==> config.mk <==
export PLATFORM = sky130hd
export DESIGN_NAME = sem_ctrl
export DESIGN_NICKNAME = d
export VERILOG_FILES = /design/src/design/sem_pkg.sv /design/src/design/sem_ctrl.sv
export SDC_FILE = /design/constraint.sdc
export NUM_CORES = 1
export LEC_CHECK = 0
export BUFFER_PORTS_ARGS = -buffer_cell sky130_fd_sc_hd__buf_2
export CAP_MARGIN = 15
export CORE_AREA = 4 4 41 43
export CTS_CLUSTER_SIZE = 40
export DETAILED_ROUTE_END_ITERATION = 12
export DIE_AREA = 0 0 45 47
export PLACE_DENSITY_LB_ADDON = 0.12
export SYNTH_ARGS = -nofsm -noshare
export SYNTH_HDL_FRONTEND = slang
export SYNTH_SLANG_ARGS = --single-unit
==> constraint.sdc <==
create_clock -name clk -period 2.2 [get_ports clk]
set_input_delay 0.22 -clock clk [delete_from_list [all_inputs] [get_ports clk]]
set_output_delay 0.22 -clock clk [all_outputs]
set_load 0.005 [all_outputs]
==> src/design/sem_pkg.sv <==
// Shared types, constants and command structs of the Sobel edge magnitude block.
`default_nettype none

package sem_pkg;

  // Default line store depth and frame height limit
  localparam int DEF_MAX_WIDTH  = 2048;
  localparam int DEF_MAX_HEIGHT = 4096;

  // Field widths
  localparam int PIX_BITS      = 8;
  localparam int FW_BITS       = 12;
  localparam int FH_BITS       = 13;
  localparam int CFG_DATA_BITS = 13;

  // Register values after reset
  localparam int RESET_FRAME_WIDTH  = 1920;
  localparam int RESET_FRAME_HEIGHT = 1080;
  localparam int MIN_SIZE           = 3;

  // Gradient arithmetic: |Hh|,|Hv| <= 1020, squares < 2^20, S < 2^21
  localparam int GRAD_BITS = 11;
  localparam int SQ_BITS   = 20;
  localparam int SUM_BITS  = 21;
  localparam int FRAC_BITS = 16;
  localparam int RAD_BITS  = SUM_BITS + FRAC_BITS;
  // Top bit of the root search; must be an even power
  localparam int ROOT_TOP  = RAD_BITS - 1;
  localparam int ROOT_BITS = 19;

  // Scaling by 1/1140 as multiply by ceil(2^30/1140), then one correction
  localparam int SCALE_DIV   = 1140;
  localparam int DIV_BITS    = 11;
  localparam int RECIP       = 941879;
  localparam int RECIP_BITS  = 20;
  localparam int RECIP_SHIFT = 30;
  localparam int Q_BITS      = ROOT_BITS + RECIP_BITS - RECIP_SHIFT;
  localparam int MAG_MAX     = 255;

  // Configuration register indexes
  typedef enum logic [0:0] {
    REG_FRAME_WIDTH  = 1'b0,
    REG_FRAME_HEIGHT = 1'b1
  } cfg_reg_t;

  // Controller states
  typedef enum logic [3:0] {
    ST_CLEAR,
    ST_IDLE,
    ST_READ,
    ST_UPDATE,
    ST_SQUARE,
    ST_SUM,
    ST_ROOT,
    ST_SCALE,
    ST_FIX,
    ST_EMIT
  } state_t;

  // Commands from controller to datapath
  typedef struct packed {
    logic clear;
    logic load;
    logic read;
    logic update;
    logic square;
    logic sum;
    logic root_step;
    logic scale;
    logic fix;
    logic emit;
  } dp_cmd_t;

  // Status from datapath to controller
  typedef struct packed {
    logic clear_done;
    logic interior;
    logic root_last;
    logic out_free;
  } dp_status_t;

endpackage

`default_nettype wire

==> src/design/sem_ctrl.sv <==
// Controller state machine that sequences the Sobel datapath.
`default_nettype none

module sem_ctrl import sem_pkg::*; (
  input  wire        clk,
  input  wire        rst,
  input  wire        pix_valid,
  output logic       pix_ready,
  input  dp_status_t status,
  output dp_cmd_t    cmd
);

  state_t state, state_next;

  // Hold or advance the state
  always_ff @(posedge clk) begin
    if (rst) begin
      state <= ST_CLEAR;
    end else begin
      state <= state_next;
    end
  end

  // Next state
  always_comb begin
    state_next = state;
    unique case (state)
      ST_CLEAR:  if (status.clear_done) state_next = ST_IDLE;
      ST_IDLE:   if (pix_valid) state_next = ST_READ;
      ST_READ:   state_next = ST_UPDATE;
      ST_UPDATE: state_next = status.interior ? ST_SQUARE : ST_IDLE;
      ST_SQUARE: state_next = ST_SUM;
      ST_SUM:    state_next = ST_ROOT;
      ST_ROOT:   if (status.root_last) state_next = ST_SCALE;
      ST_SCALE:  state_next = ST_FIX;
      ST_FIX:    state_next = ST_EMIT;
      ST_EMIT:   if (status.out_free) state_next = ST_IDLE;
      default:   state_next = ST_CLEAR;
    endcase
  end

  // Commands for the current state
  always_comb begin
    cmd       = '0;
    pix_ready = 1'b0;
    unique case (state)
      ST_CLEAR:  cmd.clear = 1'b1;
      ST_IDLE: begin
        pix_ready = 1'b1;
        cmd.load  = pix_valid;
      end
      ST_READ:   cmd.read = 1'b1;
      ST_UPDATE: cmd.update = 1'b1;
      ST_SQUARE: cmd.square = 1'b1;
      ST_SUM:    cmd.sum = 1'b1;
      ST_ROOT:   cmd.root_step = 1'b1;
      ST_SCALE:  cmd.scale = 1'b1;
      ST_FIX:    cmd.fix = 1'b1;
      ST_EMIT:   cmd.emit = status.out_free;
      default:   cmd = '0;
    endcase
  end

endmodule

`default_nettype wire

==> impl_metrics.csv, run 1 <==
group,metric,value,unit
routing,vias,356,
worst_setup_path,end_kind,"flip-flop",
floorplan,ios,18,
sta,fin_skew,2.33,ps
run,drv_cap,0,
sta,setup_viol,0,
sta,rsz0062_at_grt,"no",
yosys,avgSynthCellArea,7.54,um^2
clock_tree,htree_levels,1,
yosys,yosysWarnings,0,
status,status,"completed",
clock_tree,cts.repair.resized,0,
worst_setup_path,critPathMaxFanout,12,
floorplan,die_h,47,um
global_route,track_usage,0.0893,
finish,antenna_cells,0,
clock_tree,post-cts-setup-buffer-count,0,
routing,drc,0,
placement,hpwl,641,um
sta,drv_slew,0,
finish,top_register,"state",
yosys,synth_cell_type_count,21,
finish,area_delta_synth_final,34.0,%
yosys,synth_area_leaders,"dfxtp_1 (25%), nor3_1 (13%), nand2b_1 (7.9%)",
routing,drt_pass1_iterations,3,
clock_tree,cts_tree,"built",
sta,period_share,0.717,
finish,layout.nets,68,
floorplan,num_rows,13,
power,peakVddDrop,0.224,mV
placement,gp_congestion,0.665,
worst_setup_path,critPathMaxStageDelay,540,ps
clock_tree,cts_max_path_buffers,2,
finish,fin_util,0.326,
clock_tree,cts-buffers-inserted,3,
yosys,syn_area,317,um^2
placement,portBuffers,17,
power,power_density,602,nW/um^2
worst_setup_path,worstSetupPathType,"reg -> reg",
yosys,synth_cells,42,
clock_tree,clk_pin_slew,40,ps
global_route,grt.overflow.total,0,
sta,tightest_slew,378,ps
clock_tree,cts_hold_buf,0,
sta,max_freq,634,MHz
global_route,grt_max_degree,13,
finish,drive_above_1_share,0.390,
yosys,synth-edff-count,0,
floorplan,dieArea,2120,um^2
yosys,synth_top_area_cell,"dfxtp_1",
worst_setup_path,required,2370,ps
yosys,synthArstFlopShare,0,
worst_setup_path,crit_chain,"mux2_1, or3_4, nor3b_2, o21bai_1",
worst_setup_path,crit_path_top_delay_cell,"dfxtp_1",
floorplan,initial_core_util,0.243,
worst_setup_path,cp_top_family,"flip-flops",
clock_tree,cts-root-buf,"clkbuf_4",
finish,largest_reg_flops,4,
worst_setup_path,crit_path_start_kind,"flip-flop",
clock_tree,clock_sinks,4,
sta,hold_violations,0,
worst_setup_path,critical_path_arrival,1740,ps
yosys,ys.flop_type,"dfxtp_1",
power,leakage,0.195,nW
finish,reg_top3,"state: 4 flops",
floorplan,coreArea,1300,um^2
routing,drt_iter0_markers,7,
yosys,ys_ff_latch,4,
yosys,synthTopCellsByCount,"nor3_1 (8), nor2_1 (5), dfxtp_1 (4), nand2b_1 (4), a21oi_1 (3)",
global_route,first_global_vias,314,
clock_tree,clk_latency,230,ps
global_route,grt_pass1_wl,1340,um
min_path,holdCritPathClass,"in -> reg",
sta,relSlewSlack,0.748,
routing,drtAntennaViolNets,0,
sta,finalSetupTns,0,ps
yosys,syn_nets,49,
sta,fin_crit,1580,ps
yosys,synth.most_common_cell,"nor3_1",
yosys,yosysSeqAreaShare,0.253,
floorplan,die_x,45,um
yosys,yosys.area.top_type_share,0.253,
routing,wl_per_cell,11.1,um
global_route,antenna_found_initial,0,
routing,viasPerCell,4.81,
routing,routed_wl,820,um
worst_setup_path,crit_buf_inv,0,
## worst reg2reg max path: stages (launching register included)
cell	delay, ps
dfxtp_1	540
mux2_1	360
or3_4	350
nor3b_2	150
o21bai_1	110
## final timing paths
check	from	to	slack (ps)	cells after the start
setup / recovery	state[3]	state[3]	620	4
hold / removal	rst	state[0]	220	2
setup reg to reg	state[3]	state[3]	620	4
hold reg to reg	state[1]	state[1]	690	2
## routing by layer
| metal | routed length, um | up-vias | track usage |
|---|---|---|---|
| met1 | 391 | 162 | 0.111 |
| met5 | 0 | - | 0 |
| met4 | 0 | 0 | 0.0351 |
| met2 | 364 | 8 | 0.127 |
| met3 | 63 | 0 | 0.0498 |
| li1 | - | 186 | - |
## area by class of cell
type                    count  area (um^2)
fillers                   154          877
multi-input cells          33          210
repair buffers             17         85.1
flip-flops and latches      4         80.1
clock buffers               3         22.5
well taps                  15         18.8
inverters                   2         7.51
## logic make-up after synthesis
| kind of cell | Yosys count | synth area share |
|---|---|---|
| and+or+nand+nor | 25 | 0.486 |
| AOI/OAI and AO/OA | 7 | 0.142 |
| buffers and inverters | 5 | 0.0830 |
| DFF | 4 | 0.253 |
| muxes | 1 | 0.0356 |
## per-stage QoR
| stage | hold WS (ps) | setup slack (ps) | total power [mW] | std cells | instance area [um^2] |
|---|---|---|---|---|---|
| after floorplan | 289 | 913 | 0.143 | 42 | 317 |
| after detailed placement | 463 | 635 | 0.166 | 71 | 402 |
| after global placement | 462 | 679 | 0.170 | 71 | 402 |
| final | 217 | 623 | 0.255 | 74 | 424 |
| after global routing | 229 | 536 | 0.273 | 74 | 424 |
| after CTS | 213 | 626 | 0.261 | 74 | 424 |
## cells in the final DEF, fill, tap and decap left out, types with 2 or more instances in the layout
cell type	netlist	final
buf_2	0	17
nor3_1	8	8
nor2_1	5	5
nand2b_1	4	4
dfxtp_1	4	4
a21oi_1	3	3
clkbuf_4	0	3
inv_1	2	2
## report_power, final
| group | switching, mW | internal (mW) | total, mW |
|---|---|---|---|
| logic | 0.0309 | 0.0381 | 0.0691 |
| clock network | 0.0298 | 0.0610 | 0.0908 |
| registers | 0.0160 | 0.0796 | 0.0956 |
(Power assumes the default switching activity.)
==> run 2, diff against run 1 <==
--- a/config.mk
+++ b/config.mk
@@ -5,6 +5,7 @@
 export SDC_FILE = /design/constraint.sdc
 export NUM_CORES = 1
 export LEC_CHECK = 0
+export ABC_AREA = 1
 export BUFFER_PORTS_ARGS = -buffer_cell sky130_fd_sc_hd__buf_2
 export CAP_MARGIN = 15
 export CORE_AREA = 4 4 41 43
==> constraint.sdc (replaced) <==
create_clock -name clk -period 1.4 [get_ports clk]
set_input_delay 0.14 -clock clk [delete_from_list [all_inputs] [get_ports clk]]
set_output_delay 0.14 -clock clk [all_outputs]
set_load 0.005 [all_outputs]
==> run 2 against run 1 <==
Highest routed layer unchanged. Synthesized cell count is 33% higher. Critical endpoint is now cmd[0]. Critical path depth is 1 higher. Sequential share of layout area fell by 0.60 points. Critical path type is now reg -> out. Combinational power up 100%.
==> impl_metrics.csv, run 2 <==
group,metric,value,unit
yosys,synth.most_common_cell,"nor2_1",
yosys,synth_cells,56,
sta,fin_crit,1280,ps
clock_tree,clk_pin_slew,30,ps
floorplan,num_rows,13,
routing,wl_per_cell,9.44,um
global_route,first_global_vias,362,
finish,final_common_cell,"buf_2",
placement,gp_congestion,0.768,
worst_setup_path,worstSetupPathType,"reg -> out",
global_route,antenna_found_initial,0,
worst_setup_path,end_kind,"output port",
sta,hold_violations,0,
yosys,yosys.area.top_type_share,0.243,
power,peakVddDrop,0.653,mV
min_path,holdCritPathClass,"in -> reg",
yosys,synth_top_area_cell,"dfxtp_1",
sta,max_freq,780,MHz
routing,routed_wl,859,um
routing,viasPerCell,4.15,
worst_setup_path,required,1260,ps
yosys,syn_area,329,um^2
yosys,synthTopCellsByCount,"nor2_1 (10), nand2_1 (9), inv_1 (7), inv_2 (6)",
yosys,ys_ff_latch,4,
yosys,yosysWarnings,0,
finish,drive_above_1_share,0.474,
floorplan,coreArea,1300,um^2
worst_setup_path,critical_path_arrival,1140,ps
routing,vias,378,
clock_tree,cts_hold_buf,0,
sta,period_share,0.915,
status,status,"completed",
sta,fin_skew,3.86,ps
sta,finalSetupTns,0,ps
worst_setup_path,crit_path_start_kind,"flip-flop",
worst_setup_path,timing.rr.start,"state[3]",
floorplan,die_x,45,um
worst_setup_path,rrSetupSlack,280,ps
floorplan,dieArea,2120,um^2
floorplan,ios,18,
finish,top_register,"state",
placement,portBuffers,17,
global_route,track_usage,0.0933,
sta,setup_viol,0,
yosys,synth_cell_type_count,16,
min_path,holdCritStartpoint,"rst",
power,leakage,0.251,nW
finish,layout.nets,85,
clock_tree,post-cts-setup-buffer-count,0,
routing,drt_iter0_markers,7,
clock_tree,clk_latency,230,ps
yosys,synthArstFlopShare,0,
worst_setup_path,critPathMaxFanout,6,
floorplan,die_h,47,um
finish,fin_util,0.358,
clock_tree,cts_max_path_buffers,2,
yosys,syn_nets,63,
global_route,grt_max_degree,7,
power,power_density,900,nW/um^2
finish,area_delta_synth_final,41.4,%
routing,drtAntennaViolNets,0,
clock_tree,cts-buffers-inserted,3,
yosys,synth_area_leaders,"dfxtp_1 (24%), nor2_1 (11%), nand2_1 (10%)",
sta,tightest_slew,213,ps
sta,rsz0062_at_grt,"no",
sta,hold_slack,116,ps
global_route,grt_pass1_wl,1460,um
placement,hpwl,725,um
floorplan,initial_core_util,0.253,
yosys,yosysSeqAreaShare,0.243,
clock_tree,htree_levels,1,
finish,layout_common_cells,"buf_2 (17), nor2_1 (10), nand2_1 (9)",
clock_tree,cts_tree,"built",
yosys,synth-edff-count,0,
finish,reg_top3,"state: 4 flops",
global_route,grt.overflow.total,0,
finish,largest_reg_flops,4,
routing,drt_pass1_iterations,2,
clock_tree,clock_sinks,4,
worst_setup_path,worstSetupStartpoint,"state[0]",
run,drv_cap,0,
finish,antenna_cells,0,
sta,relSlewSlack,0.856,
yosys,avgSynthCellArea,5.88,um^2
clock_tree,cts-root-buf,"clkbuf_4",
yosys,ys.flop_type,"dfxtp_1",
sta,drv_slew,0,
routing,drc,0,
[run 2: power breakdown]
group,internal (mW),total (mW),switching (mW)
Sequential,0.127,0.145,0.0179
Clock,0.0955,0.137,0.0412
Combinational,0.0559,0.138,0.0818
[run 2: final timing paths]
path,cells past startpoint,endpoint
max,5,cmd[0]
min,2,state[0]
max reg2reg,7,state[0]
min reg2reg,4,state[2]
[run 2: per-stage QoR]
step | std cells | setup slack (ps) | area [um^2] | total power, mW
after global placement | 88 | 135 | 433 | 0.284
final | 91 | 118 | 465 | 0.419
after CTS | 91 | 51.2 | 457 | 0.424
after detailed placement | 88 | 223 | 433 | 0.278
after floorplan | 56 | 395 | 329 | 0.230
after global routing | 91 | 30.8 | 465 | 0.460
[run 2: cell type report]
cell class	instances	area (um^2)
tap	15	18.8
multi-input combinational	39	205
fill	160	836
sequential	4	85.1
inverter	13	48.8
timing repair buffer	17	85.1
clock buffer	3	22.5
[run 2: worst max-delay path, cell delays in order, from the launching register on]
cell     delay, ps
dfxtp_4        370
inv_2           60
nor2_4         110
inv_2           60
nor4_1         160
buf_2          160
[run 2: cell families after synthesis]
kind of cell | Yosys count | share of synthesized area
compound gates | 5 | 0.0837
simple gates | 34 | 0.525
buf+inv | 13 | 0.148
flops | 4 | 0.243
[run 2: layer usage]
layer / wire length, um / global-route usage / share of wire
met3: 72 / 0.0421 / 0.084
met1: 398 / 0.123 / 0.46
met2: 388 / 0.141 / 0.45
met5: 0 / 0 / 0
met4: 0 / 0.0175 / 0
[run 2: timing repair]
item / 4_1_cts / 5_1_grt
hold endpoints to repair: 0 / 0
setup endpoints to repair: 1 / 3
gates resized for setup: 1 / 3
